<file path="config.mk">
export PLATFORM = sky130hd
export DESIGN_NAME = adz_sqrt
export DESIGN_NICKNAME = d
export VERILOG_FILES = /design/src/hw/rtl/adz_pkg.sv /design/src/hw/rtl/adz_sqrt.sv
export SDC_FILE = /design/constraint.sdc
export NUM_CORES = 1
export LEC_CHECK = 0
export ABC_CLOCK_PERIOD_IN_PS = 4180
export BUFFER_PORTS_ARGS = -buffer_cell sky130_fd_sc_hd__buf_2
export CAP_MARGIN = 30
export CORE_UTILIZATION = 40
export CTS_BUF_LIST = sky130_fd_sc_hd__clkbuf_16
export CTS_CLUSTER_DIAMETER = 60
export DETAILED_ROUTE_END_ITERATION = 10
export PLACE_DENSITY_LB_ADDON = 0.2
export SKIP_LAST_GASP = 1
export SLEW_MARGIN = 20
export SYNTH_ARGS = -nofsm -noshare
export SYNTH_HDL_FRONTEND = slang
export SYNTH_SLANG_ARGS = --single-unit
export TNS_END_PERCENT = 30
</file>
<file path="constraint.sdc">
create_clock -name i_clk -period 4.18 [get_ports i_clk]
set_input_delay 1.254 -clock i_clk [delete_from_list [all_inputs] [get_ports i_clk]]
set_output_delay 1.254 -clock i_clk [all_outputs]
set_load 0.005 [all_outputs]
</file>
<file path="src/hw/rtl/adz_pkg.sv">
// Shared constants and types for the analog axis dead-zone unit.
`default_nettype none
package adz_pkg;

    // Result widths
    localparam int OUT_W    = 16;
    localparam int FRAC_W   = 15;

    // Iterations of the root and divider pipelines (one result bit per stage)
    localparam int STEPS    = 16;

    localparam logic [OUT_W-1:0]  OUT_ONE  = 16'h8000;
    localparam logic [FRAC_W-1:0] OUT_MAXV = 15'h7fff;

    // Configuration register indexes
    localparam logic [1:0] CFG_DZ_ONE = 2'd0;
    localparam logic [1:0] CFG_DZ_TWO = 2'd1;
    localparam logic [1:0] CFG_FULL   = 2'd2;

    // Modes
    localparam logic FUNC_TRIGGER = 1'b0;
    localparam logic FUNC_STICK   = 1'b1;

    // Per-request side information that travels alongside the arithmetic
    typedef struct packed {
        logic        vld;
        logic        func;
        logic        neg_x;
        logic        neg_y;
        logic [15:0] ax;
        logic [15:0] ay;
        logic        zero;
        logic        sat;
        logic [15:0] len;
        logic [15:0] f;
    } t_side;

endpackage
`default_nettype wire

</file>
<file path="src/hw/rtl/adz_sqrt.sv">
// Pipelined integer square root, one root bit per stage.
`default_nettype none
module adz_sqrt (
    input  wire         i_clk,
    input  wire  [31:0] i_rad,
    output logic [15:0] o_root
);

    localparam int N = adz_pkg::STEPS;

    logic [17:0] r_rem  [0:N-2];
    logic [31:0] r_rad  [0:N-2];
    logic [15:0] r_root [0:N-1];

    for (genvar k = 0; k < N; k++) begin : g_stage
        logic [17:0] rem_in;
        logic [31:0] rad_in;
        logic [15:0] root_in;
        logic [19:0] trial_rem;
        logic [17:0] trial;
        logic        ge;
        logic [15:0] n_root;

        if (k == 0) begin : g_first
            assign rem_in  = 18'd0;
            assign rad_in  = i_rad;
            assign root_in = 16'd0;
        end else begin : g_next
            assign rem_in  = r_rem[k-1];
            assign rad_in  = r_rad[k-1];
            assign root_in = r_root[k-1];
        end

        // Bring down two radicand bits and try the next root bit
        assign trial_rem = {rem_in, rad_in[31:30]};
        assign trial     = {root_in, 2'b01};
        assign ge        = trial_rem >= {2'b00, trial};
        assign n_root    = {root_in[14:0], ge};

        always_ff @(posedge i_clk) begin
            r_root[k] <= n_root;
        end

        if (k < N - 1) begin : g_carry
            logic [19:0] diff;
            logic [17:0] n_rem;
            assign diff  = trial_rem - {2'b00, trial};
            assign n_rem = ge ? diff[17:0] : trial_rem[17:0];
            always_ff @(posedge i_clk) begin
                r_rem[k] <= n_rem;
                r_rad[k] <= {rad_in[29:0], 2'b00};
            end
        end
    end

    assign o_root = r_root[N-1];

endmodule
`default_nettype wire

</file>
# Word-level counts from Yosys, hierarchy flattened

Memories as Yosys holds them, arrays and structs flattened.
Index checks and enable logic that the tools add are counted.

Bits in registers: 0
RAM bits: 976
Word-level logic and storage cells: 49
Memories: 3

$add $sub $neg: 15
$lt $le $gt $ge: 16
Mux-type cells: 15

Memory list:

| name   | words | width | read ports | clocked after Yosys merged registers in | write ports | line           | text |
|---|---|---|---|---|---|---|---|
| r_rad  | 15    | 30    | 15         | 0                                       | 15          | adz_sqrt.sv:12 | `logic [31:0] r_rad [0:N-2];` |
| r_rem  | 15    | 18    | 15         | 0                                       | 15          | adz_sqrt.sv:11 | `logic [17:0] r_rem [0:N-2];` |
| r_root | 16    | 16    | 16         | 0                                       | 16          | adz_sqrt.sv:13 | `logic [15:0] r_root [0:N-1];` |

Operator list:

| operator                                                               | number |
|---|---|
| 20-bit by 18-bit >= comparator with 1-bit output                       | 15 |
| 18-bit two-way mux                                                     | 15 |
| 18-bit subtractor                                                      | 14 |
| 2-bit by 1-bit subtractor with 3-bit output (second input constant)    | 1 |
| 2-bit by 1-bit >= comparator with 1-bit output (second input constant) | 1 |

# Longest topological paths before layout

An unclocked memory read counts as a cell.

Depth after elaboration: 3
Gate-level depth with buffers: 10

# Least setup slack after synthesis

No wires, ideal clock.

Path type: register -> register
Start: memory r_root[13][5]
End: memory r_rem[14][9], in the netlist r_rem[1][117]
Data arrival time: 2.828 ns
Data required time: 4.059 ns
Path slack: 1.231 ns
Cell stages (with the launch flop): 10
Path buffers: 1
Clock period less this slack: 2.949 ns
Path through: dfxtp_1 inv_1 ha_1 a21o_1 or3_1 o211ai_1 a21oi_1 nor3_1 buf_2 mux2_2

RTL lines:

| item               | line |
|---|---|
| start: declaration | adz_sqrt.sv:13 |
| end: declaration   | adz_sqrt.sv:11 |

==> results list <==
- Number of levels in the clock H-tree: 3
- Cell family with most CP delay: simple AND/OR/NAND/NOR gates
- For this design, the CTS-stage hold fixing added 0 buffers.
- In this run, the number of DRC markers left after iteration 0 of detailed routing was 798.
* Setup crit start: r_rem[0][41]
* Post-detailed-placement cell area: 23900 um^2
* Most common cell in the synthesized netlist: dfxtp_1
- Async set-or-reset flop fraction in the synthesized netlist: 0
- Largest net degree at the start of global routing: 27
* Slowest stage delay, CP: 0.59 ns
- Detailed-placement wirelength estimate: 32.0 mm
- CTS Buf Count: 67
- The routed layout has 14900 vias.
* Synthesis-stage register bit count: 626
- Final count of negative-setup-slack endpoints: 0
- Counting both buffers and inverters, the worst setup path holds a total of 0.
* Worst setup path category: reg -> reg
- Antenna violations before repair: 0
- Summing all non-filler instances in the final layout gives an area of 26200 um^2.
- Antenna fix cells: 0
- The signal on the critical path passes through or4_4 > or4_1 > or4_4 > or4_1 > mux2_4.
- The total area inside the core boundary comes to 56400 um^2.
- The floorplan step set the die height to 241 um.
- The tool flagged a number of max-cap violations equal to 0.
- Syn Nets: 2361
* Hold Violations, Final: 0
- Before antenna repair, the detailed router went through 5 iterations.
- Critical path peak fanout: 9
- The die is 241 um wide.
- Leakage dissipation: 12.2 nW
- Post-synthesis instance area: 22800 um^2
- The smallest clock period supported by the final layout is computed as 3.05 ns.
- Maximum clock insertion buffer count: 3
- Data arrives at the worst endpoint at 3.55 ns.
- DRT Wirelength: 42.5 mm
* Hold slack: 0.315 ns
* Number of enable flip-flop cells after synthesis: 0
* Number of cells upsized or downsized after cts: 0
- Commonest cells in the synthesized netlist: 626 x dfxtp_1, 188 x inv_1, 169 x nor2_1
- Critical-path cell with the highest stage delay: or4_1
- Dividing the final minimum period by the clock period gives 0.730.
* Number of pins exceeding their max-slew limit in the final report: 0
- The worst hold path begins at r_rad[0][235].
- Global routing finished with a remaining overflow of 0.
- Critical path required time: 4.67 ns
- Timing would allow up to 328 MHz.
* Layout-stage area growth over the synthesis result: 14.8%
- Critical path endpoint category: flop
- Clock slew seen by the registers of the worst setup and hold paths: 0.06 ns
- Part of the Yosys area used for sequential elements: 0.549
- Count of synthesis-stage warnings from yosys: 0
* Slew margin rel.: 0.435
- Port buffering added 48 buffers.
- Between clock sinks in the finished design, the worst skew comes to 0.0208 ns.
- Average footprint of a synthesized cell: 10.5 um^2
* Drc violations: 0
- Post-synthesis instance total: 2175
- Core occupancy in the finished layout: 0.465
* Worst VDD drop: 0.344 mV
- Total Die Area: 58000 um^2
- Post-detailed-route count of antenna-violating nets: 0
- Clock tree synthesis selected as its root buffer the cell clkbuf_16.
- TritonCTS built the clock tree.
* Number of I/O pins: 49
* Final weighted congestion of routability-driven global placement: 0.889
* Startpoint type of the worst setup path: flop
* Total routing resource utilization after global routing: 0.149
- Summed over all failing endpoints, the final setup total negative slack is 0 ns.
* Fraction of layout cells with a size suffix above 1: 0.0966
- Startpoint of the worst-slack reg-to-reg timing path: r_rem[0][41]
- The final layout contains 2451 nets.
- The first global-routing pass estimated 70.0 mm of wire.
* Initial cell density of the core: 0.405
- Worst-margin pin slew: 0.826 ns
- The floorplan has 87 rows.
* Dominant cells by area after synthesis: dfxtp_1 55%, ha_1 8.4%, xnor2_1 4.1%, xor2_1 3.1%, inv_1 3.1%
- Setup repair after global routing missed its margin: no
* Hold Crit Class: reg -> reg
* Avg Vias per Cell: 4.86
- CTS sink cnt: 626
- Status: completed
- In the synthesized netlist the dominant register cell turns out to be dfxtp_1.
- Vias in the first global route: 14400
- Library cells used by synthesis: 71
* Latest clock arrival within the worst-skew pair: 0.60 ns
- Post-DR wirelength/cell: 13.8 um
* Number of buffers inserted to repair setup after CTS: 0
- Power Dens Cells: 631 nW/um^2
- Top cell type's share of synthesized area: 0.549
* Largest area contributor in the synthesized netlist: dfxtp_1
## layout make-up
class / instances / area (um^2)
Sequential cell: 626 / 12500
Clock buffer: 69 / 1730
Clock inverter: 53 / 518
Inverter: 188 / 706
Timing Repair Buffer: 55 / 297
Fill cell: 5417 / 30200
Multi-Input combinational cell: 1327 / 9480
Tap cell: 756 / 946
## stage by stage
stage               total power, mW  cells  setup WS (ns)
floorplan                      9.97   2175           1.23
global placement               10.8   2950           1.16
detailed placement             10.8   2950           1.14
CTS                            16.8   3072           1.13
global route                   17.5   3074          0.972
finish                         16.5   3074           1.13
## path summary, 6_finish.rpt
check            endpoint  slack (ns)  cells past startpoint
max          r_rem[0][58]        1.13                      5
min          r_rad[1][27]        0.31                      0
min reg2reg  r_rad[1][27]        0.31                      0
max reg2reg  r_rem[0][58]        1.13                      5
## registers in the layout, indices dropped and copies added, names as in the netlist
register	count
r_root	136
r_rem	250
r_rad	240
## cell usage in the layout, fill, tap and decap left out, types with 21 or more instances in the layout
cell type and n:
xnor2_1 106, nor4_1 24, nand2_1 72, buf_2 48, ha_1 153, nor2_1 169, nor3_1 55, dfxtp_1 626
or3_1 24, a21o_1 30, nand2b_1 21, o21ai_0 65, a211oi_1 25, mux2_2 44, o21a_1 31, clkbuf_16 69
xor2_1 82, nand3_1 34, a21oi_1 139, inv_1 203
## layer usage
layer  track usage  share of wire
met5             0              0
met4        0.0573          0.024
met3        0.0309          0.046
met2         0.244           0.46
met1         0.193           0.47
## power breakdown
group          switching (mW)  internal, mW
Sequential              0.710          7.02
Clock                    2.38          3.48
Combinational            1.51          1.43
## kinds of logic after synthesis
| group | synth area share |
|---|---|
| buf+inv | 0.0368 |
| fa+ha+maj | 0.0839 |
| simple gates | 0.117 |
| xor+xnor | 0.0721 |
| other cells | 0.000164 |
| flops | 0.549 |
| mux | 0.0267 |
| compound gates | 0.114 |
Note: power is estimated with default switching activity, not from simulation.
