## config.mk

```make
export PLATFORM = sky130hd
export DESIGN_NAME = adz_delay
export DESIGN_NICKNAME = d
export VERILOG_FILES = /design/src/hw/rtl/adz_pkg.sv /design/src/hw/rtl/adz_delay.sv
export SDC_FILE = /design/constraint.sdc
export NUM_CORES = 1
export LEC_CHECK = 0
export BUFFER_PORTS_ARGS = -buffer_cell sky130_fd_sc_hd__buf_2
export CAP_MARGIN = 15
export CORE_MARGIN = 8
export CORE_UTILIZATION = 55
export CTS_BUF_LIST = sky130_fd_sc_hd__clkbuf_8
export CTS_CLUSTER_DIAMETER = 30
export DETAILED_ROUTE_END_ITERATION = 10
export GPL_TIMING_DRIVEN = 0
export PLACE_DENSITY = 0.76
export SLEW_MARGIN = 0
export SYNTH_ARGS = -nofsm -noshare
export SYNTH_HDL_FRONTEND = slang
export SYNTH_SLANG_ARGS = --single-unit
```

## constraint.sdc

```tcl
create_clock -name i_clk -period 0.8 [get_ports i_clk]
set_clock_uncertainty 0.15 [all_clocks]
set_input_delay 0.12 -clock i_clk [delete_from_list [all_inputs] [get_ports i_clk]]
set_output_delay 0.12 -clock i_clk [all_outputs]
set_load 0.05 [all_outputs]
```

## src/hw/rtl/adz_pkg.sv

```systemverilog
// Shared constants and types for the analog axis dead-zone unit.
`default_nettype none
package adz_pkg;

    // Result widths
    localparam int OUT_W    = 16;
    localparam int FRAC_W   = 15;

    // Iterations of the root and divider pipelines (one result bit per stage)
    localparam int STEPS    = 16;

    localparam logic [OUT_W-1:0]  OUT_ONE  = 16'h8000;
    localparam logic [FRAC_W-1:0] OUT_MAXV = 15'h7fff;

    // Configuration register indexes
    localparam logic [1:0] CFG_DZ_ONE = 2'd0;
    localparam logic [1:0] CFG_DZ_TWO = 2'd1;
    localparam logic [1:0] CFG_FULL   = 2'd2;

    // Modes
    localparam logic FUNC_TRIGGER = 1'b0;
    localparam logic FUNC_STICK   = 1'b1;

    // Per-request side information that travels alongside the arithmetic
    typedef struct packed {
        logic        vld;
        logic        func;
        logic        neg_x;
        logic        neg_y;
        logic [15:0] ax;
        logic [15:0] ay;
        logic        zero;
        logic        sat;
        logic [15:0] len;
        logic [15:0] f;
    } t_side;

endpackage
`default_nettype wire

```

## src/hw/rtl/adz_delay.sv

```systemverilog
// Delay line that carries request side information past a pipelined unit.
`default_nettype none
module adz_delay (
    input  wire              i_clk,
    input  wire              i_rst_n,
    input  adz_pkg::t_side   i_side,
    output adz_pkg::t_side   o_side
);

    adz_pkg::t_side r_pipe [0:adz_pkg::STEPS-1];
    adz_pkg::t_side n_pipe [0:adz_pkg::STEPS-1];

    // Shift one place per cycle; clear only the valid bits on reset
    always_comb begin
        n_pipe[0]     = i_side;
        n_pipe[0].vld = i_side.vld & i_rst_n;
        for (int k = 1; k < adz_pkg::STEPS; k++) begin
            n_pipe[k]     = r_pipe[k-1];
            n_pipe[k].vld = r_pipe[k-1].vld & i_rst_n;
        end
    end

    // Advance every cycle
    always_ff @(posedge i_clk) begin
        for (int k = 0; k < adz_pkg::STEPS; k++) begin
            r_pipe[k] <= n_pipe[k];
        end
    end

    assign o_side = r_pipe[adz_pkg::STEPS-1];

endmodule
`default_nettype wire

```

-- Word level (Yosys, flattened, before mapping)
Memory sizes are Yosys's and may differ from the RTL's.
Index checks and enable logic that the tools add are counted.
- bits in registers: 0
- bits in writable memories: 1120
- output and inout port bits: 70
- word-level logic and storage cells: 17
- memories kept: 1
- bitwise operators: 16
- memories (memory ; depth ; width ; rd ports ; clocked after Yosys merged registers in ; write ports ; line ; RTL):
    r_pipe ; 16 ; 70 ; 16 ; 0 ; 16 ; adz_delay.sv:10 ; adz_pkg::t_side r_pipe [0:adz_pkg::STEPS-1];
- operators by type and width (operator ; number):
    1-bit AND ; 16

-- Longest topological paths before layout
Gate-level depths: netlist (run 1).
- word-level depth: 1
- gate-level depth with buffers: 2
- mapped depth without buffers: 1

-- Least setup slack after synthesis (run 1)
No wires, ideal clock.
- path kind: flip-flop to output port
- start: memory r_pipe[1][490] in the netlist's numbering
- end: output o_side[0] in the netlist's numbering
- arrival: 0.465 ns
- data required time: 0.530 ns
- path slack: 0.065 ns
- stages on the path, launching flop included: 2
- path buffers: 1
- path through: dfxtp_1 buf_4
- RTL lines (what ; line ; RTL):
    from (decl) ; adz_delay.sv:10 ;
    to (decl) ; adz_delay.sv:7 ; output adz_pkg::t_side o_side

==> impl_metrics.ini, run 1 <==
[run_status]
status = finished with violations
violations = negative hold slack, negative setup slack

[detailed_routing]
post_drt_wl_per_cell_um = 11.6
first_pass_iters = 4
drt_iter0_markers = 309
totalWireLength_um = 24900
vias_per_cell = 3.58
vias = 7708
drc = 0
postRouteAntennaNets = 0

[sta]
relSlewSlack_pct = 84.5
rsz0062_at_grt = true
hold_viol_final = 69
max_freq_mhz = 701
slew_viol_final = 0
fin_crit_ns = 1.43
fin_crit_sh_pct = 178
fin_ws_ns = -0.627
holdWs_ns = -0.0762
tightest_slew_ns = 0.232
setup_viol = 70

[logic_synthesis]
ys_ff_latch = 1120
synth_nets = 1279
muxShareOfSynthArea_pct = 0
synth_top_family_by_area = buffers and inverters
netlist_instances = 1207
ys_warn_count = 0
synth_compound_area_share_pct = 0
synthXorXnorAreaFrac_pct = 0
synth_area_mm2 = 0.0231
synthSimpleGateAreaFrac_pct = 0.499
yosysTopAreaCell = dfxtp_1
yosys-top-cells-area = dfxtp_1, buf_4, and2_2
synth_adder_area_share_pct = 0
yosysUniqueCellTypes = 5
seq_area_frac_synth_pct = 97.2
postSynthAreaPerCell_um2 = 19.1
synth_top_area_share_pct = 97.2

[global_route]
grt_max_degree = 17
grt_pass1_vias = 8802
grt_overflow = 0
grt_pass1_wl_um = 40900
grt_antenna_before_repair = 2
track_usage_pct = 10.3

[die]
core_mm2 = 0.0417
pin_count = 142
fp.dieH_um = 221
num_rows = 75
fp.dieW_um = 221
initial_utilization_pct = 55.4
die_area_mm2 = 0.0488

[power_and_ir_drop]
power.total_mw = 103
power_density_mw_per_mm2 = 3600
p_leak_nw = 12.4
peakVddDrop_uv = 1520

[setup_path]
start_kind = flop
r2r_end = r_pipe[1][139]
crit_arrival_ns = 1.16
r2r_setup_slack_ns = 0.05
critical_path_required_ns = 0.53
path_max_fanout = 1
slowest_delay_ns = 0.34
cp-startpoint = r_pipe[1][498]
cp.depth = 1
r2r-start = r_pipe[1][69]
reg2regPathDepth = 1
worstSetupPathType = flop to output pin
cp_top_family = flip-flops
critPathCapture = o_side[8]
slowest_stage = dfxtp_2
path_buf_inv = 1
crit_path_end_kind = output pin
path_cells = buf_8

[worst_hold_path]
min_path_cells = 2
hold_path.class = input port to flop

[clock_network]
cts_root_buf = clkbuf_8
numCtsBuffers = 155
clk_pin_slew_ns = 0.06
cts_buffer_depth = 3
clock_sinks = 1120
holdBufCountCts = 72
htree_levels = 4
clock_latency_ns = 0.68
cts_tree = yes

[job]
max-cap-violations = 0

[cells_and_area]
largest_register = r_pipe
drive_above_1_share_pct = 26.7
area_growth_pct = 23.5
largest_registers = r_pipe x1120
stdcell_count = 2153
largest_reg_flops = 1120
nets = 1578

[place]
io_buffers = 141
hpwlAfterDp_um = 13600
globalplace.congestion = 0.682
dp.cells = 1887
-- routing by layer --
metal | vias to the layer above | GRT usage, % | wire length (µm)
li1 | 4270 | - | -
met1 | 3210 | 11.2 | 11200
met2 | 176 | 16.6 | 11900
met3 | 52 | 3.90 | 1200
met4 | 0 | 7.25 | 648
met5 | - | 0 | 0
-- cells by family after synthesis --
logic type / count (synthesis)
flip-flops: 1120
buffers and inverters: 71
AND/OR/NAND/NOR: 16
-- area by class of cell --
type,instances,area (µm²)
Sequential cell,1120,22500
Fill cell,2636,13200
Clock buffer,185,2550
Timing Repair Buffer,212,2120
Tap cell,539,674
Clock inverter,78,520
Multi-Input combinational cell,16,115
Buffer,1,11.3
Antenna cell,2,5.00
-- what timing repair did --
| action | 4_1_cts | 5_1_grt |
|---|---|---|
| buffers inserted | 0 | 0 |
| endpoints found under the hold margin | 85 | 69 |
| gates resized for setup | 280 | 0 |
| endpoints found under the setup margin | 70 | 71 |
-- cells in the final DEF (no fill, tap or decap) --
cell type and n:
clkinvlp_4 6, and2_2 12, inv_6 3, buf_8 70, diode_2 2, clkbuf_8 185, dlygate4sd3_1 71, clkinv_2 5
dfxtp_2 70, inv_1 57, dfxtp_1 1050, bufinv_16 7, and2_1 4, buf_2 71, buf_6 1
-- where the power goes --
group          switching, mW  internal (mW)  leakage, nW
Sequential             0.764           58.8         9.45
Clock                   18.1           23.1         1.77
Combinational          0.842          0.837         1.16
Total                   19.8           82.8         12.4
-- cell usage after synthesis, drive strengths merged --
library cell	n
and2	16
buf	71
dfxtp	1120
-- how the worst min path moves through the flow --
| stage | to | slack, ns | from |
|---|---|---|---|
| final | r_pipe[0][61] | -0.08 | i_side[61] |
| after global routing | r_pipe[0][61] | -0.14 | i_side[61] |
| after CTS | r_pipe[0][61] | -0.16 | i_side[61] |
| after detailed placement | r_pipe[0][29] | 0.07 | i_side[29] |
| after global placement | r_pipe[0][33] | 0.07 | i_side[33] |
| after floorplan | r_pipe[0][0] | -0.002 | i_side[0] |
-- per-stage QoR --
step                      setup WS, ns  area [µm²]  TNS (ns)  utilization, %  hold WS, ns
after CTS                       -0.716       28500    -48.52            68.4       -0.158
after floorplan                 0.0647       23100         0               -     -0.00228
after detailed placement        -0.143       24500     -7.65            58.7       0.0737
final                           -0.627       28500    -42.62            68.4      -0.0762
after global placement          -0.125       24500     -7.16            58.7       0.0728
after global routing            -0.710       28500    -48.48            68.4       -0.139
No activity file was read; power rests on OpenSTA's default activity.
==> inputs of run 2 (changes only) <==
- SETUP_SLACK_MARGIN: unset -> 0.4
==> run 2 against run 1 <==
Net effect:
- the flow still finishes with violations (negative hold slack, negative setup slack)
- sequential power is essentially flat
- non-clock buffer count grew 68
- combinational power grew 24%
- critical path depth grew 1
- flip-flop and latch count is the same
- critical endpoint is now o_side[18]
- largest cell class unchanged
==> impl_metrics.ini, run 2 (synthesis results as in run 1) <==
[run_status]
status = finished with violations
violations = negative hold slack, negative setup slack

[detailed_routing]
drt_iter0_markers = 220
vias = 8045
first_pass_iters = 4
post_drt_wl_per_cell_um = 11.7
totalWireLength_um = 26200
postRouteAntennaNets = 0
vias_per_cell = 3.59
drc = 0

[place]
io_buffers = 141
dpl-instance-area_mm2 = 0.0248
globalplace.congestion = 0.694
dp.cells = 1887
hpwlAfterDp_um = 13100

[sta]
fin_crit_ns = 1.54
holdWs_ns = -0.456
rsz0062_at_grt = true
setup_viol = 70
fin_crit_sh_pct = 192
fin_setup_tns_ns = -48.67
hold_viol_final = 85
fin_ws_ns = -0.737
max_freq_mhz = 651
tightest_slew_ns = 0.227
relSlewSlack_pct = 84.8
slew_viol_final = 0

[clock_network]
clock_latency_ns = 0.68
post-cts-setup-buffers = 0
clock_sinks = 1120
numCtsBuffers = 157
cts_buffer_depth = 3
cts_tree = yes
cts_root_buf = clkbuf_8
holdBufCountCts = 69
clk_pin_slew_ns = 0.06
htree_levels = 4

[setup_path]
critical_path_required_ns = 0.53
slowest_delay_ns = 0.33
path_cells = buf_6 > buf_8
path_buf_inv = 2
crit_arrival_ns = 1.27
cp-startpoint = r_pipe[1][508]
r2r_setup_slack_ns = 0.10
r2r-start = r_pipe[0][419]
crit_path_end_kind = output pin
start_kind = flop
cp_top_family = flip-flops
slowest_stage = dfxtp_2
path_max_fanout = 1
worstSetupPathType = flop to output pin

[power_and_ir_drop]
power_density_mw_per_mm2 = 3520
p_leak_nw = 12.9
peakVddDrop_uv = 1600

[cells_and_area]
stdcell_count = 2239
largest_registers = r_pipe x1120
area_growth_pct = 27.8
post-route-util_pct = 70.8
drive_above_1_share_pct = 37.1
stdcell_area_mm2 = 0.0295
largest_reg_flops = 1120
layout_common_cells = dfxtp_1, clkbuf_8, dfxtp_2, buf_6, buf_2
nFillCells = 2541
nets = 1648
layout_commonest_cell = dfxtp_1
largest_register = r_pipe

[job]
max-cap-violations = 0

[worst_hold_path]
min_from = i_side[69]
hold_path.class = input port to flop

[global_route]
grt_pass1_vias = 9109
grt_max_degree = 17
track_usage_pct = 10.8
grt_antenna_before_repair = 1
grt_pass1_wl_um = 42900
grt_overflow = 0

[die]
pin_count = 142
core_mm2 = 0.0417
fp.dieH_um = 221
fp.dieW_um = 221
initial_utilization_pct = 55.4
num_rows = 75
die_area_mm2 = 0.0488
[run 2: changes by cell type in the layout (fill, tap and decap cells not counted), sizes merged]
cell	before	now
buf	142	212
clkbuf	185	197
clkinv	5	14
bufinv	7	2
dlygate4sd3	71	69
inv	60	62
clkinvlp	6	7
diode	2	1
[run 2: stage by stage]
stage	power [mW]	setup slack [ns]	hold WS (ns)
final	104	-0.737	-0.456
after global routing	108	-0.804	-0.522
after CTS	105	-0.807	-0.550
after detailed placement	62.2	-0.122	0.0736
after global placement	62.0	-0.119	0.0730
after floorplan	61.5	0.0806	-0.00228
[run 2: final cells by class]
cell class	instances	area, µm²	share of cell area [%]
repair buffers	210	2060	6.99
diodes	1	2.50	0.00848
well taps	539	674	2.29
flip-flops and latches	1120	22600	76.8
clock buffers	197	2710	9.19
multi-input cells	16	135	0.458
plain buffers	71	800	2.71
clock inverters	85	472	1.60
[run 2: path summary, 6_finish.rpt]
kind	end	cells past startpoint
min reg2reg	r_pipe[1][56]	0
max	o_side[18]	2
max reg2reg	r_pipe[0][489]	1
min	r_pipe[0][69]	2
[run 2: what timing repair did]
item,4_1_cts,5_1_grt
resized for setup,232,76
gates cloned,0,0
setup endpoints to repair,1120,1120
hold endpoints to repair,85,85
[run 2: per-layer routing]
| metal | share of wire [%] | wire length (µm) | up-vias | track usage [%] |
|---|---|---|---|---|
| li1 | - | - | 4429 | - |
| met1 | 44 | 11500 | 3348 | 11.6 |
| met2 | 48 | 12600 | 199 | 17.6 |
| met3 | 4.8 | 1260 | 69 | 4.06 |
| met4 | 3.2 | 852 | 0 | 7.08 |
| met5 | 0 | 0 | - | 0 |
[run 2: power breakdown]
group | switching (mW) | leakage [nW] | internal (mW) | total, mW
Combinational | 0.952 | 1.57 | 1.14 | 2.09
Sequential | 0.741 | 9.45 | 58.9 | 59.6
Clock | 19.1 | 1.83 | 23.0 | 42.0
==> inputs of run 3 (changes only) <==
- CTS_BUF_LIST: sky130_fd_sc_hd__clkbuf_8 -> sky130_fd_sc_hd__clkbuf_2 sky130_fd_sc_hd__clkbuf_4 sky130_fd_sc_hd__clkbuf_8
==> run 3 against run 2 <==
Net effect:
- the flow still finishes with violations (negative hold slack, negative setup slack)
- cell count unchanged
- register-to-register slack is essentially flat
- sequential share of layout area fell by 0.53 points
- power is 2.4% higher
- non-clock buffer count is the same
- via count is 0.72% higher
- wire length is 0.73% lower
- clock power rose by 6.0%
- combinational power barely moved
- critical endpoint is now o_side[45]
==> impl_metrics.ini, run 3 (synthesis results as in run 1) <==
[run_status]
status = finished with violations
violations = negative hold slack, negative setup slack

[setup_path]
reg2regPathDepth = 1
crit_path_end_kind = output pin
r2r_setup_slack_ns = 0.10
path_cells = buf_6 > buf_8
crit_arrival_ns = 1.25
slowest_delay_ns = 0.33
worstSetupPathType = flop to output pin
critical_path_required_ns = 0.53
r2r-start = r_pipe[0][69]
slowest_stage = dfxtp_2
start_kind = flop
path_max_fanout = 1
r2r_end = r_pipe[0][139]

[clock_network]
cts_root_buf = clkbuf_8
clk_pin_slew_ns = 0.07
cts_tree = yes
numCtsBuffers = 157
cts_buffer_depth = 3
holdBufCountCts = 69
clock_sinks = 1120
clock_latency_ns = 0.67
htree_levels = 4

[detailed_routing]
vias = 8103
drc = 0
first_pass_iters = 4
totalWireLength_um = 26000
postRouteAntennaNets = 0
post_drt_wl_per_cell_um = 11.6
vias_per_cell = 3.62
drt_iter0_markers = 231

[global_route]
track_usage_pct = 10.7
grt_pass1_vias = 9085
grt_max_degree = 17
grt_overflow = 0
grt_antenna_before_repair = 1
grt_pass1_wl_um = 42800

[cells_and_area]
layout_common_cells = dfxtp_1, clkbuf_8, dfxtp_2, buf_6, buf_2
area_growth_pct = 28.7
layout_commonest_cell = dfxtp_1
stdcell_area_mm2 = 0.0297
largest_registers = r_pipe x1120
post-route-util_pct = 71.3
nets = 1648
drive_above_1_share_pct = 40.1
stdcell_count = 2239
largest_register = r_pipe
seqCellArea_mm2 = 0.0226
nFillCells = 2496
largest_reg_flops = 1120
multiInputGateArea_um2 = 135

[sta]
relSlewSlack_pct = 84.9
slew_viol_final = 0
setup_viol = 70
holdWs_ns = -0.466
fin_crit_sh_pct = 190
fin_crit_ns = 1.52
tightest_slew_ns = 0.227
rsz0062_at_grt = true
max_freq_mhz = 657
hold_viol_final = 84
fin_ws_ns = -0.723

[job]
max-cap-violations = 0

[place]
hpwlAfterDp_um = 13100
dp.cells = 1887
io_buffers = 141
dp_slack_ns = -0.122
dpl-instance-area_mm2 = 0.0248
globalplace.congestion = 0.694

[die]
core_mm2 = 0.0417
fp.dieH_um = 221
die_area_mm2 = 0.0488
num_rows = 75
pin_count = 142
initial_utilization_pct = 55.4
fp.dieW_um = 221

[power_and_ir_drop]
power.total_mw = 106
p_leak_nw = 12.8
peakVddDrop_uv = 1670
power_density_mw_per_mm2 = 3580

[worst_hold_path]
min_from = i_side[69]
min_path_cells = 2
hold_path_end = r_pipe[0][69]
hold_path.class = input port to flop
==> run 3: area by class of cell <==
class                   instances  share of cell area, %
clock inverters                31                  0.906
multi-input cells              16                  0.455
flip-flops and latches       1120                   76.2
diodes                          1                0.00843
repair buffers                210                   6.94
clock buffers                 251                   10.5
plain buffers                  71                   2.69
well taps                     539                   2.27
==> run 3: timing repair <==
item	4_1_cts	5_1_grt
setup endpoints to repair	1120	1120
buffers inserted	0	0
gates resized for setup	232	72
hold endpoints to repair	85	85
pin swaps	0	0
==> run 3: per-stage QoR <==
step           TNS [ns]  hold slack [ns]
2_1_floorplan         0         -0.00228
3_3_place_gp      -6.92           0.0730
3_5_place_dp      -7.42           0.0736
4_1_cts          -55.33           -0.554
5_1_grt          -54.96           -0.537
6_report         -48.82           -0.466
==> run 3: worst max-delay path by stage <==
stage / end / slack, ns / cells after the start / startpoint
after floorplan: o_side[0] / 0.08 / 1 / r_pipe[1][490]
after global placement: o_side[8] / -0.12 / 2 / r_pipe[1][498]
after detailed placement: o_side[42] / -0.12 / 2 / r_pipe[1][532]
after CTS: o_side[45] / -0.82 / 2 / r_pipe[1][535]
after global routing: o_side[45] / -0.81 / 2 / r_pipe[1][535]
final: o_side[45] / -0.72 / 2 / r_pipe[1][535]
==> run 3: per-layer routing <==
layer	GRT usage (%)	wire [µm]
met5	0	0
met1	11.6	11300
met4	7.15	763
met3	4.23	1370
met2	17.4	12600
==> run 3: power breakdown <==
| group | switching [mW] | internal (mW) |
|---|---|---|
| logic | 0.955 | 1.14 |
| clock network | 19.0 | 25.5 |
| registers | 0.736 | 58.9 |
==> run 3: worst max-delay path, delay by kind of cell (launching register included) <==
family	cells	cell delay (ns)
flip-flops	1	0.33
buffers and inverters	2	0.25
