### src/hw/rtl/adz_pkg.sv
// Shared constants and types for the analog axis dead-zone unit.
`default_nettype none
package adz_pkg;

    // Result widths
    localparam int OUT_W    = 16;
    localparam int FRAC_W   = 15;

    // Iterations of the root and divider pipelines (one result bit per stage)
    localparam int STEPS    = 16;

    localparam logic [OUT_W-1:0]  OUT_ONE  = 16'h8000;
    localparam logic [FRAC_W-1:0] OUT_MAXV = 15'h7fff;

    // Configuration register indexes
    localparam logic [1:0] CFG_DZ_ONE = 2'd0;
    localparam logic [1:0] CFG_DZ_TWO = 2'd1;
    localparam logic [1:0] CFG_FULL   = 2'd2;

    // Modes
    localparam logic FUNC_TRIGGER = 1'b0;
    localparam logic FUNC_STICK   = 1'b1;

    // Per-request side information that travels alongside the arithmetic
    typedef struct packed {
        logic        vld;
        logic        func;
        logic        neg_x;
        logic        neg_y;
        logic [15:0] ax;
        logic [15:0] ay;
        logic        zero;
        logic        sat;
        logic [15:0] len;
        logic [15:0] f;
    } t_side;

endpackage
`default_nettype wire

### src/hw/rtl/adz_div.sv
// Pipelined restoring divider: 32-bit dividend over 16-bit divisor, 16-bit quotient.
`default_nettype none
module adz_div (
    input  wire         i_clk,
    input  wire  [31:0] i_dividend,
    input  wire  [15:0] i_divisor,
    output logic [15:0] o_quot
);

    // The dividend's upper half must be below the divisor
    localparam int N = adz_pkg::STEPS;

    logic [15:0] r_rem [0:N-2];
    logic [15:0] r_low [0:N-2];
    logic [15:0] r_dvs [0:N-2];
    logic [15:0] r_q   [0:N-1];

    for (genvar k = 0; k < N; k++) begin : g_stage
        logic [15:0] rem_in;
        logic [15:0] low_in;
        logic [15:0] dvs_in;
        logic [15:0] q_in;
        logic [16:0] t;
        logic        ge;

        if (k == 0) begin : g_first
            assign rem_in = i_dividend[31:16];
            assign low_in = i_dividend[15:0];
            assign dvs_in = i_divisor;
            assign q_in   = 16'd0;
        end else begin : g_next
            assign rem_in = r_rem[k-1];
            assign low_in = r_low[k-1];
            assign dvs_in = r_dvs[k-1];
            assign q_in   = r_q[k-1];
        end

        // Shift in one dividend bit and subtract where it fits
        assign t    = {rem_in, low_in[15]};
        assign ge   = t >= {1'b0, dvs_in};

        always_ff @(posedge i_clk) begin
            r_q[k] <= {q_in[14:0], ge};
        end

        if (k < N - 1) begin : g_carry
            logic [16:0] diff;
            logic [15:0] n_rem;
            assign diff  = t - {1'b0, dvs_in};
            assign n_rem = ge ? diff[15:0] : t[15:0];
            always_ff @(posedge i_clk) begin
                r_rem[k] <= n_rem;
                r_low[k] <= {low_in[14:0], 1'b0};
                r_dvs[k] <= dvs_in;
            end
        end
    end

    assign o_quot = r_q[N-1];

endmodule
`default_nettype wire

### config.mk
export PLATFORM = sky130hd
export DESIGN_NAME = adz_div
export DESIGN_NICKNAME = d
export VERILOG_FILES = /design/src/hw/rtl/adz_pkg.sv /design/src/hw/rtl/adz_div.sv
export SDC_FILE = /design/constraint.sdc
export NUM_CORES = 1
export LEC_CHECK = 0
export ABC_CLOCK_PERIOD_IN_PS = 3150
export BUFFER_PORTS_ARGS = -buffer_cell sky130_fd_sc_hd__buf_2
export CAP_MARGIN = 15
export CELL_PAD_IN_SITES_DETAIL_PLACEMENT = 1
export CELL_PAD_IN_SITES_GLOBAL_PLACEMENT = 2
export CORE_ASPECT_RATIO = 0.75
export CORE_MARGIN = 4
export CORE_UTILIZATION = 42
export DETAILED_ROUTE_END_ITERATION = 7
export PLACE_DENSITY_LB_ADDON = 0.1
export SYNTH_ARGS = -nofsm -noshare
export SYNTH_HDL_FRONTEND = slang
export SYNTH_SLANG_ARGS = --single-unit
### constraint.sdc
create_clock -name i_clk -period 3.15 [get_ports i_clk]
set_input_delay 0.315 -clock i_clk [delete_from_list [all_inputs] [get_ports i_clk]]
set_output_delay 0.315 -clock i_clk [all_outputs]
set_load 0.02 [all_outputs]
# After elaboration in Yosys (flattened, before gate mapping)
# Memory sizes are Yosys's and may differ from the RTL's.
# Cells that the tools add are included.
# op_classes
mux	15
addsub	15
order_cmp	16
# ops
operator	count
$ge A17 B16 Y1	16
$mux W16	15
$sub A16 B16 Y16	15
# word_totals
ff_bits	0
n_memories	4
output_inout_bits	16
word_cells	50
in_bits	49
ram_bits	961
# mem_list
name	depth	width	read_ports	rd_ports_with_merged_regs	write_ports	line	text
r_q	16	16	16	0	16	adz_div.sv:16	logic [15:0] r_q [0:N-1];
r_dvs	15	16	15	0	15	adz_div.sv:15	logic [15:0] r_dvs [0:N-2];
r_rem	15	16	15	0	15	adz_div.sv:13	logic [15:0] r_rem [0:N-2];
r_low	15	15	15	0	15	adz_div.sv:14	logic [15:0] r_low [0:N-2];

# Logic depth before layout (Yosys ltp)
# Gate-level depths: netlist of the first run.
# An unclocked memory read counts as a cell.
# logic_depth
word_depth	3
depth_mapped	13
depth_no_buf	12

# Least setup slack after synthesis of the first run
# OpenSTA, ideal clock, no wires.
# synth_path
kind	register to register
from	mem r_dvs[13][1]
to	mem r_rem[14][10] (netlist: r_rem[1][106])
path_buffers	1
path_slack_ps	255
stages_incl_launch_ff	13
setup_ps	121
required_time_ps	3029
t_arrival_ps	2774
synth_period_minus_slack_ps	2895
path_cell_list	dfxtp_1 inv_1 ha_1 nor2b_1 o31a_1 o31ai_2 a21oi_1 a21o_1 o311ai_1 nand3_1 o32ai_4 buf_6 mux2_2
# synth_lines
item	line
start, declared	adz_div.sv:15
end, declared	adz_div.sv:13

==> results of run 1 <==
==> logic make-up after synthesis <==
kind of cell             synth area share [%]
AO/OA/AOI/OAI                            13.1
XOR/XNOR                                 5.03
adder cells (fa/ha/maj)                  11.9
buffers and inverters                    4.86
flip-flops                               50.1
multiplexers                             6.04
AND/OR/NAND/NOR                          8.90
==> area by class of cell <==
type,count,area [µm²]
Antenna cell,1,2.50
Tap cell,935,1170
Clock buffer,99,2070
Multi-Input combinational cell,1730,13400
Timing Repair Buffer,177,1500
Inverter,323,1210
Fill cell,7393,34400
Sequential cell,736,14700
Clock inverter,29,352
==> registers in the layout, summed over array words and instances, names as in the netlist <==
signal	count
r_rem	240
r_dvs	240
r_q	136
r_low	120
==> synth_stat cells, types with 35 or more instances <==
| cell | instances | area [µm²] |
|---|---|---|
| dfxtp_1 | 736 | 14700 |
| inv_1 | 323 | 1210 |
| ha_1 | 256 | 3200 |
| a21oi_1 | 200 | 1000 |
| nor2_1 | 170 | 638 |
| o21ai_0 | 127 | 636 |
| nand2_1 | 119 | 447 |
| xnor2_1 | 105 | 920 |
| mux2_2 | 104 | 1170 |
| xor2_1 | 64 | 561 |
| a21o_1 | 53 | 398 |
| nor3_1 | 45 | 225 |
| o21a_1 | 45 | 338 |
| nor2b_1 | 39 | 244 |
| nand3_1 | 35 | 175 |
==> report_power, final <==
part | internal [mW] | leakage, nW | switching (mW)
registers | 12.1 | 6.20 | 1.53
logic | 8.32 | 8.23 | 8.90
clock network | 5.11 | 1.19 | 3.61
total | 25.5 | 15.6 | 14.0
==> worst max path at each step <==
stage                         end          from  slack, ps
floorplan           r_rem[1][106]  r_dvs[13][1]        260
global placement     r_rem[1][29]   r_dvs[8][1]        110
detailed placement   r_rem[0][29]   r_dvs[0][1]        -20
CTS                 r_rem[0][125]   r_dvs[6][1]          4
global route         r_rem[0][31]   r_dvs[0][1]        -70
finish               r_rem[1][13]   r_dvs[7][1]         90
==> per-stage QoR <==
stage	util [%]	hold WS [ps]	setup TNS [ps]
2_1_floorplan	-	310	0
3_3_place_gp	45.4	310	0
3_5_place_dp	45.4	313	-50.8
4_1_cts	49.6	234	0
5_1_grt	50.0	248	-679
6_report	50.0	264	0
==> what timing repair did <==
item / in CTS / in global routing
buffers inserted: 0 / 13
pin swaps: 0 / 14
endpoints found under the hold margin: 47 / 0
hold buffers: 47 / 0
gates resized for setup: 2 / 27
cloned: 0 / 2
endpoints found under the setup margin: 14 / 112
==> layer usage <==
layer  share of wire [%]  vias to the layer above
li1                    -                    10100
met1                  55                     9427
met2                  41                      194
met3                 2.5                       92
met4                 1.9                        0
met5                   0                        -
==> critical path: cells and delay by family (launching register included) <==
family                     cells  cell delay [ps]
AOI/OAI and AO/OA              5             1190
and+or+nand+nor                2              510
DFF                            1              380
adders and majority gates      1              340
muxes                          1              290
buffers and inverters          2              240
==> results.toml, run 1 <==
[synth]
synthArstFlopShare_pct = 0
synthFlopType = "dfxtp_1"
yosysWarningCount = 0
ys_ff_latch = 736
synth_cell_types = 82
syn_nets = 3143
synth_area_per_cell_um2 = 10.4
postSynthCellCount = 2823
yosysSeqAreaShare_pct = 50.1
syn-cell-area_mm2 = 0.0294
synth_edf_count = 0

[grt]
top_usage_layer = "met1"
grt_antenna_before_repair = 1
overflow = 0
grt_max_degree = 32
grt_use_met2_pct = 27.0
grt_usage_pct = 18.5
grtUsageMet3_pct = 2.79
met1_usage_pct = 28.5
grt_pass1_wl_um = 112000
grt_pass1_vias = 20700

[placed_design]
hpwl_um = 52200
dp_cells = 3839
placed_area_mm2 = 0.0313
place_ws_ps = -15.7
gp_congestion = 0.829
port-buffer-count = 64

[clock_network]
htree_levels = 3
cts_sinks = 736
clock_path_buffers = 3
cts_buffers = 73
cts_tree = "yes"
root_buffer = "clkbuf_16"
clkLatencyLatePin_ps = 620
clk_pin_slew_ps = 60

[setup_path]
worstPathArrival_ps = 3560
cp-end-kind = "flop"
critical_path_class = "reg -> reg"
startpoint_type = "flop"
critPathMaxFanout = 29
reg2reg_depth = 11
required_ps = 3650
crit_chain = "inv_1 -> ha_1 -> nor2b_1 -> o31ai_1 -> a21oi_1 -> o22ai_1 -> o31ai_2 -> nor4_1 -> o21ai_2 -> buf_12 -> mux2_2"
r2r-start = "r_dvs[7][1]"
r2r-end = "r_rem[1][13]"
cp_slowest_stage_delay_ps = 380
r2r_setup_slack_ps = 90
cp_slowest_cell = "dfxtp_1"

[sta]
maxSlewHeadroom_pct = 56.7
max_freq_mhz = 326
drv_slew = 0
fin_crit_ps = 3060
setup_slack_ps = 85.6
post-route-period-util_pct = 97.3
finalHoldViolations = 0
worst_pin_slew_ps = 641
fin_skew_ps = 20.8
setup_viol = 0

[pwr]
ir_worst_vdd_mv = 0.458
power_density_mw_per_mm2 = 1150
p_leak_nw = 15.6
total_power_mw = 39.5

[run]
drv_cap = 0

[die]
die_w_um = 313
io-pin-count = 65
die_y_um = 237
die_area_mm2 = 0.0743
start_util_pct = 42.7
row_count = 83
coreArea_mm2 = 0.0689

[detailed_routing]
dr.first_iter.drc_count = 784
num_vias = 19800
drc = 0
wl_per_cell_um = 17.2
wl_um = 69200
drt_first_pass_iters = 4
vias_per_cell = 4.92
drtAntennaViolNets = 0

[layout]
syn_to_final_growth_pct = 17.1
fin_cells = 4030
final_area_mm2 = 0.0344
mostFrequentLayoutCells = "dfxtp_1 (734), inv_1 (323), ha_1 (255)"
layout_commonest_cell = "dfxtp_1"
finalNetCount = 3361
drive_above_1_share_pct = 13.6

[min_path]
hold_end = "r_q[0][0]"
hold_class = "in -> reg"
min_from = "i_dividend[31]"
holdPathStages = 5

[status]
status = "finished clean"
No activity file was read; power rests on OpenSTA's default activity.
==> inputs of run 2 (changes only) <==
ABC_AREA = 1   (was default)
CORE_UTILIZATION = 37   (was 42)
==> run 2 against run 1 <==
  * Fmax increased by 27%
  * Via count increased by 50%
  * Global-route usage increased by 3.3 points
  * Sequential power about the same
  * Clock-buffer cell count increased by 2
  * Core utilization decreased by 7.8 points
  * Register-to-register slack improved by 650 ps
  * Largest cell class is now multi-input gates
  * Largest power group unchanged
  * Highest routed layer unchanged
==> results.toml, run 2 <==
[status]
status = "finished clean"

[layout]
multi_input_area_mm2 = 0.0168
syn_to_final_growth_pct = 12.9
final_area_mm2 = 0.0402
finalNetCount = 5469
regArea_mm2 = 0.0147
n_fill_cell = 12100
mostFrequentLayoutCells = "nand2_1 (1846), inv_1 (957), dfxtp_1 (736)"
drive_above_1_share_pct = 6.30
reg.largest.list = "r_dvs x240, r_rem x240, r_q x136"
layout_commonest_cell = "nand2_1"

[clock_network]
clkLatencyLatePin_ps = 660
cts_tree = "yes"
cts_sinks = 736
root_buffer = "clkbuf_16"
post_cts_buffers = 0
cts_buffers = 77
clock_path_buffers = 3
htree_levels = 3
clk_pin_slew_ps = 70

[grt]
grt_usage_pct = 21.8
overflow = 0
grt_antenna_before_repair = 6
grt_pass1_vias = 30700
grt_max_degree = 21
grt_pass1_wl_um = 175000

[detailed_routing]
drc = 0
drt_first_pass_iters = 5
wl_um = 110000
drtAntennaViolNets = 0
vias_per_cell = 4.61
dr.first_iter.drc_count = 1385
num_vias = 29800
wl_per_cell_um = 17.1

[synth]
synthFlopType = "dfxtp_1"
synth_area_per_cell_um2 = 7.13
postSynthCellCount = 4999
yosysTopAreaCell = "dfxtp_1"
syn_nets = 5319
synth.area.top_cells = "dfxtp_1 (41%), nand2_1 (19%), inv_1 (10%)"
synth_cell_types = 40
synth_edf_count = 0
synth.most_common_cell = "nand2_1"
synthArstFlopShare_pct = 0
yosysSeqAreaShare_pct = 41.3
synthTopCellsByCount = "nand2_1 (1846), inv_1 (957), dfxtp_1 (736)"
yosysWarningCount = 0
synth_top_area_share_pct = 41.3
syn-cell-area_mm2 = 0.0356
ys_ff_latch = 736

[setup_path]
cp-end-kind = "flop"
critical_path_class = "reg -> reg"
worstPathArrival_ps = 2940
required_ps = 3680
r2r-start = "r_dvs[8][12]"
startpoint_type = "flop"
r2r-end = "r_rem[1][29]"
critPathMaxFanout = 11
reg2reg_depth = 10
r2r_setup_slack_ps = 740

[die]
start_util_pct = 37.4
die_w_um = 366
die_y_um = 277
io-pin-count = 65
die_area_mm2 = 0.101
coreArea_mm2 = 0.0954
row_count = 98

[pwr]
power_frac_seq_pct = 31.7
combPwrFrac_pct = 47.0
power_density_mw_per_mm2 = 1090
internal_power_mw = 24.2
ir_worst_vdd_mv = 0.486
p_sw_mw = 19.5
p_leak_nw = 22.7
clkPwrFrac_pct = 21.2
p_sw_share_pct = 44.5

[sta]
post-route-period-util_pct = 76.6
worst_pin_slew_ps = 669
max_freq_mhz = 414
setup_viol = 0
finalHoldViolations = 0
fin_crit_ps = 2410
setup_tns_ps = 0
setup_slack_ps = 736
rsz0062_at_grt = "no"
drv_slew = 0
fin_skew_ps = 19.4
maxSlewHeadroom_pct = 55.1

[placed_design]
place_ws_ps = 748
gp_congestion = 0.852
hpwl_um = 90000
port-buffer-count = 64
placed_area_mm2 = 0.0372

[min_path]
hold_end = "r_low[0][3]"
min_from = "i_dividend[3]"
hold_class = "in -> reg"
holdPathStages = 2

[run]
drv_cap = 0
[run 2: cell count changes in the layout (fill, tap and decap cells not counted), moves of 39 or more]
| cell | change |
|---|---|
| xnor2_1 | -84 |
| inv_1 | +634 |
| nor2b_1 | -39 |
| o21ai_0 | -118 |
| mux2_2 | -104 |
| a21oi_1 | -54 |
| nand4_1 | +48 |
| a21o_1 | -52 |
| nand2_1 | +1727 |
| nand3_1 | +367 |
[run 2: final cells by class]
class                      instances  area share (%)
antenna                            2          0.0124
clock buffer                     101            5.49
clock inverter                    35           0.874
inverter                         971            9.06
multi-input combinational       3235            41.8
sequential                       736            36.6
tap                             1250            3.89
timing repair buffer             128            2.28
[run 2: routing by layer]
metal | share of wire (%) | up-vias | track usage, %
met5 | 0 | - | 0
met4 | 1.5 | 0 | 3.64
met3 | 3.5 | 107 | 3.17
met1 | 51 | 13800 | 31.5
li1 | - | 15500 | -
met2 | 44 | 352 | 34.9
[run 2: critical path: stages, from the launching register on]
cell and delay [ps]:
dfxtp_1 580, inv_1 100, ha_1 440, nand2_1 120, inv_1 90, nand2_1 80, a21oi_1 290, nor2_4 120
buf_4 210, nand3_1 170, nand2_1 70
[run 2: logic make-up after synthesis]
group	share of synthesized area, %
AND/OR/NAND/NOR	32.4
buffers and inverters	11.5
AO/OA/AOI/OAI	2.67
flip-flops	41.3
XOR/XNOR	2.26
adder cells (fa/ha/maj)	9.83
[run 2: power groups by stage]
stage | clock, mW | sequential [mW] | combinational [mW]
finish | 9.27 | 13.9 | 20.5
global route | 10.0 | 14.1 | 23.6
CTS | 9.61 | 13.9 | 20.6
detailed placement | 0 | 14.1 | 20.5
global placement | 0 | 14.1 | 20.2
floorplan | 0 | 13.2 | 15.2
[run 2: worst max path at each step]
stage	from	to	slack, ps
3_5_place_dp	r_dvs[2][4]	r_rem[0][55]	750
3_3_place_gp	r_dvs[2][4]	r_rem[0][55]	760
5_1_grt	r_dvs[5][7]	r_rem[0][108]	540
2_1_floorplan	r_low[0][89]	r_rem[0][104]	1410
6_report	r_dvs[8][12]	r_rem[1][29]	740
4_1_cts	r_dvs[2][4]	r_rem[0][55]	720
[run 2: what timing repair did]
action	4_1_cts	5_1_grt
gates resized for setup	0	0
hold buffers	47	0
endpoints found under the setup margin	0	0
endpoints found under the hold margin	47	0
[run 2: metrics by stage]
step           hold WS (ps)  power (mW)  utilization (%)  cells
6_report                283        43.7             42.2   6458
3_3_place_gp            310        34.3             39.0   6273
3_5_place_dp            313        34.6             39.0   6273
4_1_cts                 223        44.2             42.2   6456
5_1_grt                 243        47.7             42.2   6456
2_1_floorplan           310        28.3                -   4999
==> inputs of run 3 (changes only) <==
ABC_CLOCK_PERIOD_IN_PS = 2140   (was 3150)
CORE_UTILIZATION = 33   (was 37)
clock period = 2.14 ns   (was 3.15 ns; I/O delays follow)
==> run 3 against run 2 <==
  * Power grew 56%
  * Worst setup slack lost 650 ps
  * Sequential share of layout area shrank 2.1 points
  * Global-route usage shrank 1.7 points
  * Via count grew 2.0%
  * Critical path depth grew 3
  * Sequential power grew 48%
  * Cell count grew 6.0%
  * Routed wire length grew 4.0%
  * Cell area grew 6.3%
  * Highest routed layer unchanged
==> results.toml, run 3 (synthesis gave the netlist of run 2 again) <==
[status]
status = "finished clean"

[clock_network]
cts_sinks = 736
clk_pin_slew_ps = 60
cts_tree = "yes"
cts_buffers = 80
clkLatencyLatePin_ps = 670
htree_levels = 3
root_buffer = "clkbuf_16"
clock_path_buffers = 3

[layout]
antennaDiodeCount = 0
mostFrequentLayoutCells = "nand2_1 (1832), inv_1 (957), dfxtp_1 (706)"
syn_to_final_growth_pct = 20.0
multi_input_area_mm2 = 0.0172
reg.largest.list = "r_dvs x240, r_rem x240, r_q x136"
layout_commonest_cell = "nand2_1"
finalNetCount = 5669
n_fill_cell = 13400
regArea_mm2 = 0.0148
drive_above_1_share_pct = 11.8

[sta]
max_freq_mhz = 487
setup_viol = 0
drv_slew = 0
fin_crit_ps = 2050
whs_ps = 186
setup_tns_ps = 0
worst_pin_slew_ps = 486
finalHoldViolations = 0
maxSlewHeadroom_pct = 67.5
fin_skew_ps = 17.9
post-route-period-util_pct = 96.0

[grt]
grt_max_degree = 18
overflow = 0
grt_pass1_vias = 31200
grt_pass1_wl_um = 179000
grt_antenna_before_repair = 4
grt_usage_pct = 20.1

[die]
start_util_pct = 33.2
coreArea_mm2 = 0.107
die_w_um = 387
die_area_mm2 = 0.113
die_y_um = 293
io-pin-count = 65
row_count = 104

[setup_path]
cp-end-kind = "flop"
startpoint_type = "flop"
worstPathArrival_ps = 2640
critical_path_class = "reg -> reg"
critPathMaxFanout = 8
required_ps = 2730

[detailed_routing]
wl_um = 115000
drt_first_pass_iters = 5
num_vias = 30400
vias_per_cell = 4.44
drtAntennaViolNets = 0
wl_per_cell_um = 16.7
drc = 0
dr.first_iter.drc_count = 1320

[placed_design]
port-buffer-count = 64
gp_congestion = 0.829
hpwl_um = 95400

[pwr]
power_density_mw_per_mm2 = 1600
p_leak_nw = 23.8
ir_worst_vdd_mv = 0.881

[run]
drv_cap = 0

[min_path]
hold_class = "in -> reg"
-- run 3: changes by cell type in the layout (fill, tap and decap cells not counted), sizes merged --
cell	change
buf	+197
bufinv	+4
clkbuf	-1
clkinv	+7
clkinvlp	+2
diode	-2
inv	-1
-- run 3: per-layer routing --
layer | up-vias | GRT usage (%) | routed length, µm
met4 | 0 | 3.72 | 1890
met1 | 14000 | 28.7 | 58700
li1 | 15900 | - | -
met5 | - | 0 | 0
met2 | 301 | 32.4 | 50400
met3 | 115 | 3.07 | 3620
-- run 3: final cells by class --
type                       instances  share of cell area, %
tap                             1431                   4.19
clock buffer                     100                   5.09
sequential                       736                   34.6
inverter                         971                   8.54
timing repair buffer             325                   6.04
multi-input combinational       3235                   40.2
clock inverter                    47                   1.36
-- run 3: stage by stage --
stage | instance area (µm²) | worst slack [ps] | instances | util (%) | total power [mW]
after floorplan | 35600 | 396 | 4999 | - | 41.7
after global placement | 39000 | -153 | 6639 | 36.3 | 53.0
after detailed placement | 39000 | -238 | 6639 | 36.3 | 53.2
after CTS | 42200 | 1.53 | 6836 | 39.4 | 68.3
after global routing | 42800 | -8.50 | 6845 | 39.9 | 74.5
final | 42800 | 86.6 | 6845 | 39.9 | 68.2
-- run 3: worst paths after layout --
| kind | from | end | slack (ps) | cells after the start |
|---|---|---|---|---|
| setup / recovery | r_dvs[1][10] | r_rem[0][35] | 90 | 13 |
| hold / removal | i_dividend[1] | r_low[0][1] | 190 | 2 |
| setup reg to reg | r_dvs[1][10] | r_rem[0][35] | 90 | 13 |
| hold reg to reg | r_q[1][16] | r_q[1][33] | 320 | 0 |
-- run 3: worst max-delay path, stage by stage (launching register included) --
cell	delay [ps]
dfxtp_1	370
inv_1	70
ha_2	370
nand2_1	100
inv_2	70
nand2_1	70
nor2_1	150
nand3b_1	170
nand2_2	120
nor2_4	60
nand2_4	150
buf_12	140
nand2_1	50
nand2_1	80
-- run 3: power breakdown --
part | switching (mW) | internal [mW]
clock network | 6.04 | 8.35
logic | 20.8 | 12.4
registers | 2.90 | 17.7
-- run 3: what timing repair did --
action	CTS	global route
buffers inserted	3	9
endpoints found under the setup margin	48	211
pin swaps	2	13
hold buffers	47	0
hold endpoints to repair	47	0
gates resized for setup	6	127
